File: config.mk
export PLATFORM = sky130hd
export DESIGN_NAME = pointer_momentum_accel
export DESIGN_NICKNAME = d
export VERILOG_FILES = /design/src/pma_pkg.sv /design/src/pointer_momentum_accel.sv
export SDC_FILE = /design/constraint.sdc
export NUM_CORES = 1
export LEC_CHECK = 0
export ABC_AREA = 1
export BUFFER_PORTS_ARGS = -buffer_cell sky130_fd_sc_hd__buf_2
export CAP_MARGIN = 20
export CORE_AREA = 2 2 314 316
export CTS_CLUSTER_DIAMETER = 200
export CTS_CLUSTER_SIZE = 8
export DETAILED_ROUTE_END_ITERATION = 12
export DIE_AREA = 0 0 316 318
export REMOVE_ABC_BUFFERS = 1
export SLEW_MARGIN = 20
export SYNTH_ARGS = -nofsm -noshare
export SYNTH_HDL_FRONTEND = slang
export SYNTH_SLANG_ARGS = --single-unit
File: constraint.sdc
create_clock -name clk -period 6.3 [get_ports clk]
set_input_delay 1.26 -clock clk [delete_from_list [all_inputs] [get_ports clk]]
set_output_delay 1.26 -clock clk [all_outputs]
set_load 0.02 [all_outputs]
File: src/pma_pkg.sv
// ----------------------------------------------------------------------------
// pma_pkg: pointer momentum accelerator shared types and constants
// Item layouts, register indexes, reset values and divide-by-100 constants.
// ----------------------------------------------------------------------------
package pma_pkg;

  typedef struct packed {
    logic signed [7:0] dx;
    logic signed [7:0] dy;
    logic [31:0]       now_ms;
  } in_item_t;

  typedef struct packed {
    logic signed [7:0] scaled_dx;
    logic signed [7:0] scaled_dy;
    logic              layer_active;
    logic [10:0]       momentum_pct;
  } out_item_t;

  localparam int CFG_IDX_W  = 3;
  localparam int CFG_DATA_W = 16;

  typedef enum logic [CFG_IDX_W-1:0] {
    CFG_MOTION_THRESHOLD = 3'd0,
    CFG_LAYER_TIMEOUT    = 3'd1,
    CFG_FAST_INTERVAL    = 3'd2,
    CFG_MOMENTUM_STEP    = 3'd3,
    CFG_MOMENTUM_DECAY   = 3'd4,
    CFG_MOMENTUM_MIN     = 3'd5,
    CFG_MOMENTUM_MAX     = 3'd6
  } cfg_idx_t;

  // register reset values
  localparam logic [7:0]  RST_MOTION_THRESHOLD = 8'd5;
  localparam logic [15:0] RST_LAYER_TIMEOUT    = 16'd1000;
  localparam logic [15:0] RST_FAST_INTERVAL    = 16'd50;
  localparam logic [7:0]  RST_MOMENTUM_STEP    = 8'd15;
  localparam logic [7:0]  RST_MOMENTUM_DECAY   = 8'd4;
  localparam logic [10:0] RST_MOMENTUM_MIN     = 11'd80;
  localparam logic [10:0] RST_MOMENTUM_MAX     = 11'd1500;
  localparam logic [10:0] RST_MOMENTUM_LEVEL   = 11'd100;

  // divide by 100: products at or above SAT_LIMIT saturate to 127,
  // below it floor(p * DIV_RECIP >> DIV_SHIFT) == p / 100 exactly
  localparam logic [18:0] SAT_LIMIT = 19'd12800;
  localparam logic [13:0] DIV_RECIP = 14'd10486;
  localparam int          DIV_SHIFT = 20;
  localparam logic [6:0]  AXIS_MAX  = 7'd127;

endpackage

File: src/pointer_momentum_accel.sv
// ----------------------------------------------------------------------------
// pointer_momentum_accel: pointer motion momentum scaler
// Tracks a momentum percentage and a motion layer flag, scales dx/dy.
// ----------------------------------------------------------------------------
// Usage:
//   Input channel in_valid/in_stall/in_data carries one motion report item
//   (dx, dy, now_ms). Output channel out_valid/out_stall/out_data carries the
//   scaled report with the layer flag and the updated momentum.
//   All state (momentum, last motion time, layer flag and timer) updates in
//   the cycle the item is accepted, so reports may follow every cycle.
//   Scaling is a three-register pipeline: state update, magnitude times
//   momentum product, divide by 100 with saturation. An item moves from s1
//   to s2 to the output register, which drives out_valid. Throughput is one
//   item per cycle while out_stall is low, set by the momentum update loop.
//   A stalled output holds its item; the stages behind it keep filling, and
//   in_stall rises only when every stage holds an item.
//   Configuration writes (cfg_we/cfg_idx/cfg_wdata) take effect next cycle
//   and are meant for idle periods. Synchronous reset restores register
//   defaults, momentum 100, layer off, and empties the pipeline.
// ----------------------------------------------------------------------------
module pointer_momentum_accel (
  input  logic                                clk,
  input  logic                                rst_n,
  input  logic                                in_valid,
  output logic                                in_stall,
  input  pma_pkg::in_item_t                   in_data,
  output logic                                out_valid,
  input  logic                                out_stall,
  output pma_pkg::out_item_t                  out_data,
  input  logic                                cfg_we,
  input  logic [pma_pkg::CFG_IDX_W-1:0]       cfg_idx,
  input  logic [pma_pkg::CFG_DATA_W-1:0]      cfg_wdata
);

  // configuration registers
  logic [7:0]  thr_r;
  logic [15:0] timeout_r;
  logic [15:0] fast_r;
  logic [7:0]  step_r;
  logic [7:0]  decay_r;
  logic [10:0] min_r;
  logic [10:0] max_r;

  // block state
  logic [10:0] mom_r, mom_nxt;
  logic [15:0] last_r, last_nxt;
  logic        layer_r, layer_nxt;
  logic [31:0] start_r, start_nxt;

  // pipeline registers
  logic        s1_v_r;
  logic        s1_neg_x_r, s1_neg_y_r;
  logic [7:0]  s1_mag_x_r, s1_mag_y_r;
  logic [10:0] s1_mom_r;
  logic        s1_layer_r;

  logic        s2_v_r;
  logic        s2_neg_x_r, s2_neg_y_r;
  logic [18:0] s2_prod_x_r, s2_prod_y_r;
  logic [10:0] s2_mom_r;
  logic        s2_layer_r;

  logic               out_valid_r;
  pma_pkg::out_item_t out_data_r;

  // flow control
  logic out_load, s2_load, in_accept;
  assign out_load  = !out_valid_r || !out_stall;
  assign s2_load   = !s2_v_r || out_load;
  assign in_stall  = s1_v_r && !s2_load;
  assign in_accept = in_valid && !in_stall;

  // ---- stage 1: state update ----
  logic [7:0]  mag_x, mag_y;
  logic [8:0]  mag_sum;
  logic        motion, big_move, fast;
  logic [31:0] elapsed;
  logic [15:0] gap;
  logic [11:0] grow;
  logic signed [12:0] dec;
  logic [10:0] grow_sat, dec_sat;

  assign mag_x    = in_data.dx[7] ? 8'(-in_data.dx) : 8'(in_data.dx);
  assign mag_y    = in_data.dy[7] ? 8'(-in_data.dy) : 8'(in_data.dy);
  assign mag_sum  = {1'b0, mag_x} + {1'b0, mag_y};
  assign motion   = (in_data.dx != 8'sd0) || (in_data.dy != 8'sd0);
  assign big_move = mag_sum > {1'b0, thr_r};
  assign elapsed  = in_data.now_ms - start_r;
  assign gap      = in_data.now_ms[15:0] - last_r;
  assign fast     = gap < fast_r;
  assign grow     = {1'b0, mom_r} + {4'd0, step_r};
  assign dec      = $signed({2'b00, mom_r}) - $signed({5'd0, decay_r});
  assign grow_sat = (grow > {1'b0, max_r}) ? max_r : grow[10:0];
  assign dec_sat  = (dec < $signed({2'b00, min_r})) ? min_r : dec[10:0];

  always_comb begin
    start_nxt = big_move ? in_data.now_ms : start_r;
    // a restarted timer has zero elapsed time, so it cannot expire here
    layer_nxt = big_move || (layer_r && (elapsed <= {16'd0, timeout_r}));
    last_nxt  = motion ? in_data.now_ms[15:0] : last_r;
    if (motion) begin
      mom_nxt = fast ? grow_sat : dec_sat;
    end else if (mom_r > min_r) begin
      mom_nxt = dec_sat;
    end else begin
      mom_nxt = mom_r;
    end
  end

  always_ff @(posedge clk) begin
    if (!rst_n) begin
      thr_r     <= pma_pkg::RST_MOTION_THRESHOLD;
      timeout_r <= pma_pkg::RST_LAYER_TIMEOUT;
      fast_r    <= pma_pkg::RST_FAST_INTERVAL;
      step_r    <= pma_pkg::RST_MOMENTUM_STEP;
      decay_r   <= pma_pkg::RST_MOMENTUM_DECAY;
      min_r     <= pma_pkg::RST_MOMENTUM_MIN;
      max_r     <= pma_pkg::RST_MOMENTUM_MAX;
    end else if (cfg_we) begin
      case (cfg_idx)
        pma_pkg::CFG_MOTION_THRESHOLD: thr_r     <= cfg_wdata[7:0];
        pma_pkg::CFG_LAYER_TIMEOUT:    timeout_r <= cfg_wdata;
        pma_pkg::CFG_FAST_INTERVAL:    fast_r    <= cfg_wdata;
        pma_pkg::CFG_MOMENTUM_STEP:    step_r    <= cfg_wdata[7:0];
        pma_pkg::CFG_MOMENTUM_DECAY:   decay_r   <= cfg_wdata[7:0];
        pma_pkg::CFG_MOMENTUM_MIN:     min_r     <= cfg_wdata[10:0];
        pma_pkg::CFG_MOMENTUM_MAX:     max_r     <= cfg_wdata[10:0];
        default: ;
      endcase
    end
  end

  always_ff @(posedge clk) begin
    if (!rst_n) begin
      mom_r   <= pma_pkg::RST_MOMENTUM_LEVEL;
      last_r  <= '0;
      layer_r <= 1'b0;
      start_r <= '0;
    end else if (in_accept) begin
      mom_r   <= mom_nxt;
      last_r  <= last_nxt;
      layer_r <= layer_nxt;
      start_r <= start_nxt;
    end
  end

  always_ff @(posedge clk) begin
    if (!rst_n) begin
      s1_v_r <= 1'b0;
    end else if (s2_load) begin
      s1_v_r <= in_accept;
    end else if (in_accept) begin
      s1_v_r <= 1'b1;
    end
    if (in_accept) begin
      s1_neg_x_r <= in_data.dx[7];
      s1_neg_y_r <= in_data.dy[7];
      s1_mag_x_r <= mag_x;
      s1_mag_y_r <= mag_y;
      s1_mom_r   <= mom_nxt;
      s1_layer_r <= layer_nxt;
    end
  end

  // ---- stage 2: magnitude times momentum ----
  always_ff @(posedge clk) begin
    if (!rst_n) begin
      s2_v_r <= 1'b0;
    end else if (s2_load) begin
      s2_v_r <= s1_v_r;
    end
    if (s2_load && s1_v_r) begin
      s2_neg_x_r  <= s1_neg_x_r;
      s2_neg_y_r  <= s1_neg_y_r;
      s2_prod_x_r <= {11'd0, s1_mag_x_r} * {8'd0, s1_mom_r};
      s2_prod_y_r <= {11'd0, s1_mag_y_r} * {8'd0, s1_mom_r};
      s2_mom_r    <= s1_mom_r;
      s2_layer_r  <= s1_layer_r;
    end
  end

  // ---- stage 3: divide by 100, saturate, restore sign ----
  function automatic logic signed [7:0] scale_axis(input logic [18:0] prod,
                                                   input logic neg);
    logic [27:0] q;
    logic [6:0]  m;
    q = {14'd0, prod[13:0]} * {14'd0, pma_pkg::DIV_RECIP};
    m = (prod >= pma_pkg::SAT_LIMIT) ? pma_pkg::AXIS_MAX
                                     : q[pma_pkg::DIV_SHIFT+6:pma_pkg::DIV_SHIFT];
    return neg ? -$signed({1'b0, m}) : $signed({1'b0, m});
  endfunction

  always_ff @(posedge clk) begin
    if (!rst_n) begin
      out_valid_r <= 1'b0;
    end else if (out_load) begin
      out_valid_r <= s2_v_r;
    end
    if (out_load && s2_v_r) begin
      out_data_r.scaled_dx    <= scale_axis(s2_prod_x_r, s2_neg_x_r);
      out_data_r.scaled_dy    <= scale_axis(s2_prod_y_r, s2_neg_y_r);
      out_data_r.layer_active <= s2_layer_r;
      out_data_r.momentum_pct <= s2_mom_r;
    end
  end

  assign out_valid = out_valid_r;
  assign out_data  = out_data_r;

  // ---- assertions ----
  a_stall_only_when_full: assert property (@(posedge clk) disable iff (!rst_n)
    in_stall |-> (s1_v_r && s2_v_r && out_valid_r))
    else $error("input stalled with a free stage");

  a_no_neg_full_scale: assert property (@(posedge clk) disable iff (!rst_n)
    out_valid_r |-> (out_data_r.scaled_dx != -8'sd128 &&
                     out_data_r.scaled_dy != -8'sd128))
    else $error("scaled axis outside +-127");

  a_big_move_sets_layer: assert property (@(posedge clk) disable iff (!rst_n)
    (in_accept && big_move) |=> layer_r)
    else $error("large motion did not set the layer flag");

  a_growth_capped: assert property (@(posedge clk) disable iff (!rst_n)
    (in_accept && motion && fast) |=> (mom_r <= $past(max_r)))
    else $error("momentum grew past max");

  a_idle_at_min_holds: assert property (@(posedge clk) disable iff (!rst_n)
    (in_accept && !motion && (mom_r <= min_r)) |=> $stable(mom_r))
    else $error("idle momentum at or below min changed");

endmodule
---- Word level (Yosys, flattened, before mapping) ----
Cells that the tools add are included.
storage, ports and cells
  output and inout port bits .............. 30
  word-level logic and storage cells ...... 99
  input bits .............................. 72
  register bits after elaboration ......... 251
operators by class
  reductions and logical operators ........ 27
  $mul .................................... 4
  add/sub/neg operators ................... 9
  equality and inequality tests ........... 6
  muxes and demuxes ....................... 13
  order comparisons ....................... 8
operators by type and width
  operator                                                             count
  two-way mux 11 bit                                                   5
  multiplier 14 x 13 -> 26 bit, second input constant                  2
  greater-or-equal comparator 19 x 14 -> 1 bit, second input constant  2
  multiplier 8 x 11 -> 19 bit                                          2
  <= comparator 32 x 16 -> 1 bit                                       1
  subtractor 32 bit                                                    1
  two-way mux 7 bit                                                    4
  AND reduction 2 bit                                                  9
  < comparator 16 bit                                                  1
  two-way mux 8 bit                                                    2
  negator 7 -> 8 bit                                                   2
  negator 8 bit                                                        2
  nonzero test 8 bit                                                   2
  subtractor 16 bit                                                    1
  adder 11 x 8 -> 12 bit                                               1
  greater-than comparator 12 x 11 -> 1 bit                             1
  < comparator 12 bit                                                  1
  subtractor 11 x 8 -> 12 bit                                          1
  greater-than comparator 11 bit                                       1
  adder 8 x 8 -> 9 bit                                                 1
  == test 3 bit, second input constant                                 3
  greater-than comparator 9 x 8 -> 1 bit                               1
  == test 3 x 2 -> 1 bit, second input constant                        2
  logical AND 1 bit                                                    5
  other kinds (6)                                                      14

---- Logic depth before layout (Yosys ltp) ----
  depth in word-level cells ............... 9
  depth in mapped cells ................... 27

---- Worst setup path after synthesis ----
Ideal clock, no wire load.
  path kind ............................... register to register
  start ................................... register s2_prod_y_r[11]
  end ..................................... register out_data_r (netlist bit out_data[16]), data pin
  slack ................................... 1.325 ns
  arrival time ............................ 4.721 ns
  clock period less this slack ............ 4.975 ns
  setup time .............................. 0.254 ns
  path buffers ............................ 0
  stages on the path, launching flop included .. 23
  cell sequence ........................... edfxtp_1 > fa_1 > ha_1 > inv_1 > fa_1 > inv_1 > fa_1 > inv_1 > fa_1 > inv_1 > ha_1 > nand2_1 > inv_1 > nand2_1 > o211a_1 > nand2_1 > nor2_1 > nor2_1 > ha_1 > nand4_1 > o21ai_2 > xor2_1 > inv_1
on the way
  cells in the longest elaborated chain, start to end .. 4
RTL lines
  item                                                                                          line                                                          source
  from (decl)                                                                                   pointer_momentum_accel.sv:59                                  logic [18:0] s2_prod_x_r, s2_prod_y_r;
  from (signal assigned)                                                                        pointer_momentum_accel.sv:176                                 s2_prod_y_r <= {11'd0, s1_mag_y_r} * {8'd0, s1_mom_r};
  multiplier 14 x 13 -> 26 bit or greater-or-equal comparator 19 x 14 -> 1 bit (tied branches)  pointer_momentum_accel.sv:187, pointer_momentum_accel.sv:188
  two-way mux 7 bit (*)                                                                         pointer_momentum_accel.sv:188                                 m = (prod >= pma_pkg::SAT_LIMIT) ? pma_pkg::AXIS_MAX
  negator 7 -> 8 bit                                                                            pointer_momentum_accel.sv:190                                 return neg ? -$signed({1'b0, m}) : $signed({1'b0, m});
  two-way mux 7 bit (*)                                                                         pointer_momentum_accel.sv:190
  to (decl)                                                                                     pointer_momentum_accel.sv:64                                  pma_pkg::out_item_t out_data_r;
Every way passes the cells marked *; elsewhere a longest branch is shown, timed or not.
A chain may end at the register's enable or synchronous reset.

---- Final worst setup path ----
Same ends and word-level chain as after synthesis.

==> out/qor.yml <==
outcome: "complete, no violations"
drive_gt1_share_pct: 5.77
rsz0062_at_grt: "no"
clk_path_buf_depth: 3
finalSetupViolCount: 0
place_hpwl_mm: 58.1
top_layer_used: "met4"
vias: 23300
seqCellArea_um2: 6130
firstDrtPassIters: 5
cts_hold_buf: 0
skew_ps: 25.4
drt_iter0_drc: 1429
yosysUniqueCellTypes: 57
yosys_most_used_dff: "dfxtp_1"
path_max_fanout: 9
instances_no_fill: 5114
wire_per_inst_um: 14.0
ys_seq_area_share_pct: 21.1
hold_path.class: "flop to flop"
pin_count: 102
place_inst: 5063
grt.total_usage_pct: 14.5
cts_max_level: 2
synth_edf_count: 110
required_ps: 6620
core-area_um2: 97400
n_fill_cell: 10400
path_class: "flop to flop"
gp_congestion: 0.877
ant_nets: 0
syn_inst: 3748
clk_pin_slew_ps: 60
synth.avg_cell_area_um2: 7.73
wirelength_mm: 71.5
max_freq_ghz: 0.185
syn2layout_area_growth_pct: 9.89
hold_ws_ps: 418
final_hold_viol_count: 0
wl_met3_mm: 3.59
multi_input_area_um2: 19300
whs_path_depth: 0
fin_crit_sh_pct: 85.9
num_rows: 115
timing.final.crit_period_ps: 5410
clkSinkCount: 251
reg2reg_depth: 22
worst_slew_pin_slew_ps: 808
start_kind: "flop"
die_h_um: 318
grt_max_degree: 83
finalSetupTns_ps: 0
die_width_um: 316
grt_overflow_total: 0
syn_area_um2: 29000
postCtsSetupBuffers: 0
wl_met2_mm: 31.4
cts_buffers: 37
n_antenna_cell: 0
grt_pass1_vias: 22900
drt-met1-wl_mm: 34.7
dieArea_um2: 100000
synthTopCellsByArea: "ha_1 19%, fa_1 16%, edfxtp_1 11%"
clock_latency_ps: 580
arrival_ps: 5730
port_buffers: 101
yosys_warnings: 0
grt_antenna_before_repair: 2
start_util_pct: 29.7
relSlewSlack_pct: 45.7
yosysTopAreaCell: "ha_1"
cts_tree: "yes"
post_cts_resized: 0
yosysTopAreaCellShare_pct: 18.6
drc: 0
grt_pass1_wl_mm: 117
root_buffer: "clkbuf_16"
via_per_inst: 4.56
finalMaxSlewViolations: 0
synth_seq_cells: 251
final_nets: 4555
ys_async_sr_fraction_pct: 0
crit_path_end_kind: "flop"
maxCapViolCount: 0
worst paths after layout:
check                       startpoint                     end  slack (ps)
max          s2_prod_y_r[11]$_DFFE_PP_  out_data[16]$_DFFE_PP_         890
min              s2_mom_r[8]$_DFFE_PP_   out_data[8]$_DFFE_PP_         420
max reg2reg  s2_prod_y_r[11]$_DFFE_PP_  out_data[16]$_DFFE_PP_         890
min reg2reg      s2_mom_r[8]$_DFFE_PP_   out_data[8]$_DFFE_PP_         420
cell families (layout without fill, tap and decap cells):
kind of cell               after synthesis  count (layout)  synth area share [%]
xor gates and xnor gates               106             106                  3.21
AOI/OAI and AO/OA                      509             509                  9.66
buffers and inverters                  939            1018                  12.4
adders and majority gates              668             668                  35.0
DFF                                    251             251                  21.1
and+or+nand+nor                       1275            1275                  18.6
routing by layer:
layer  up-vias  track usage [%]
met3       104             1.94
met2       471             22.9
met4         0             3.89
li1      11900                -
met1     10800             20.5
met5         -                0
flip-flops by register name (all words and copies together), names as in the netlist, 8 cells and up:
register and flops:
s2_mom_r 11, s1_mag_y_r 8, min_r 11, decay_r 8, fast_r 16, start_r 32
s2_prod_y_r 19, mom_r 11, s2_prod_x_r 19, last_r 16, timeout_r 16, out_data 28
thr_r 8, s1_mom_r 11, s1_mag_x_r 8, max_r 11, step_r 8
critical path, stage by stage (launching register included):
cell and delay (ps):
edfxtp_1 650, fa_1 510, ha_1 300, inv_1 50
fa_1 470, inv_1 50, fa_1 520, inv_1 50
fa_1 520, inv_1 40, ha_1 310, a21oi_1 210
a21boi_0 310, o21a_1 190, nand2_1 70, nand2_1 50
nand3_1 80, inv_1 100, ha_1 170, nand4_1 120
o21ai_2 190, xor2_1 160, inv_1 50
cell type report:
cell class / instances / area share, %
flip-flops and latches: 251 / 19.2
well taps: 1287 / 5.06
inverters: 854 / 10.1
multi-input cells: 2558 / 60.5
repair buffers: 113 / 1.88
clock inverters: 3 / 0.138
clock buffers: 48 / 3.11
cell usage after synthesis (30+ instances only):
cell	count
inv_1	841
nand2_1	782
ha_1	431
a21oi_1	256
fa_1	237
nor2_1	190
nand3_1	170
o21ai_0	153
dfxtp_1	141
edfxtp_1	110
xor2_1	74
clkbuf_1	65
nand4_1	36
xnor2_1	32
nor3_1	30
placed cells by master, fill, tap and decap left out, types with 20 or more instances in the layout:
| cell type | instances |
|---|---|
| o21ai_0 | 153 |
| nor2_1 | 190 |
| xnor2_1 | 32 |
| clkbuf_16 | 38 |
| nand2_2 | 20 |
| inv_1 | 840 |
| ha_1 | 431 |
| nand3_1 | 170 |
| xor2_1 | 74 |
| dfxtp_1 | 141 |
| o211ai_1 | 24 |
| fa_1 | 237 |
| nor3_1 | 30 |
| nand2_1 | 782 |
| edfxtp_1 | 110 |
| nand4_1 | 36 |
| buf_2 | 100 |
| a21oi_1 | 255 |
metrics by stage:
step / area, µm² / setup WS [ps] / utilization, %
detailed placement: 30800 / 906 / 31.6
finish: 31800 / 890 / 32.7
CTS: 31800 / 885 / 32.7
global placement: 30800 / 969 / 31.6
floorplan: 28600 / 1320 / -
global route: 31800 / 493 / 32.7
Power is left out: the tool's default activity adds up to more than one toggle a clock period on the data nets, which glitch-free logic cannot reach.
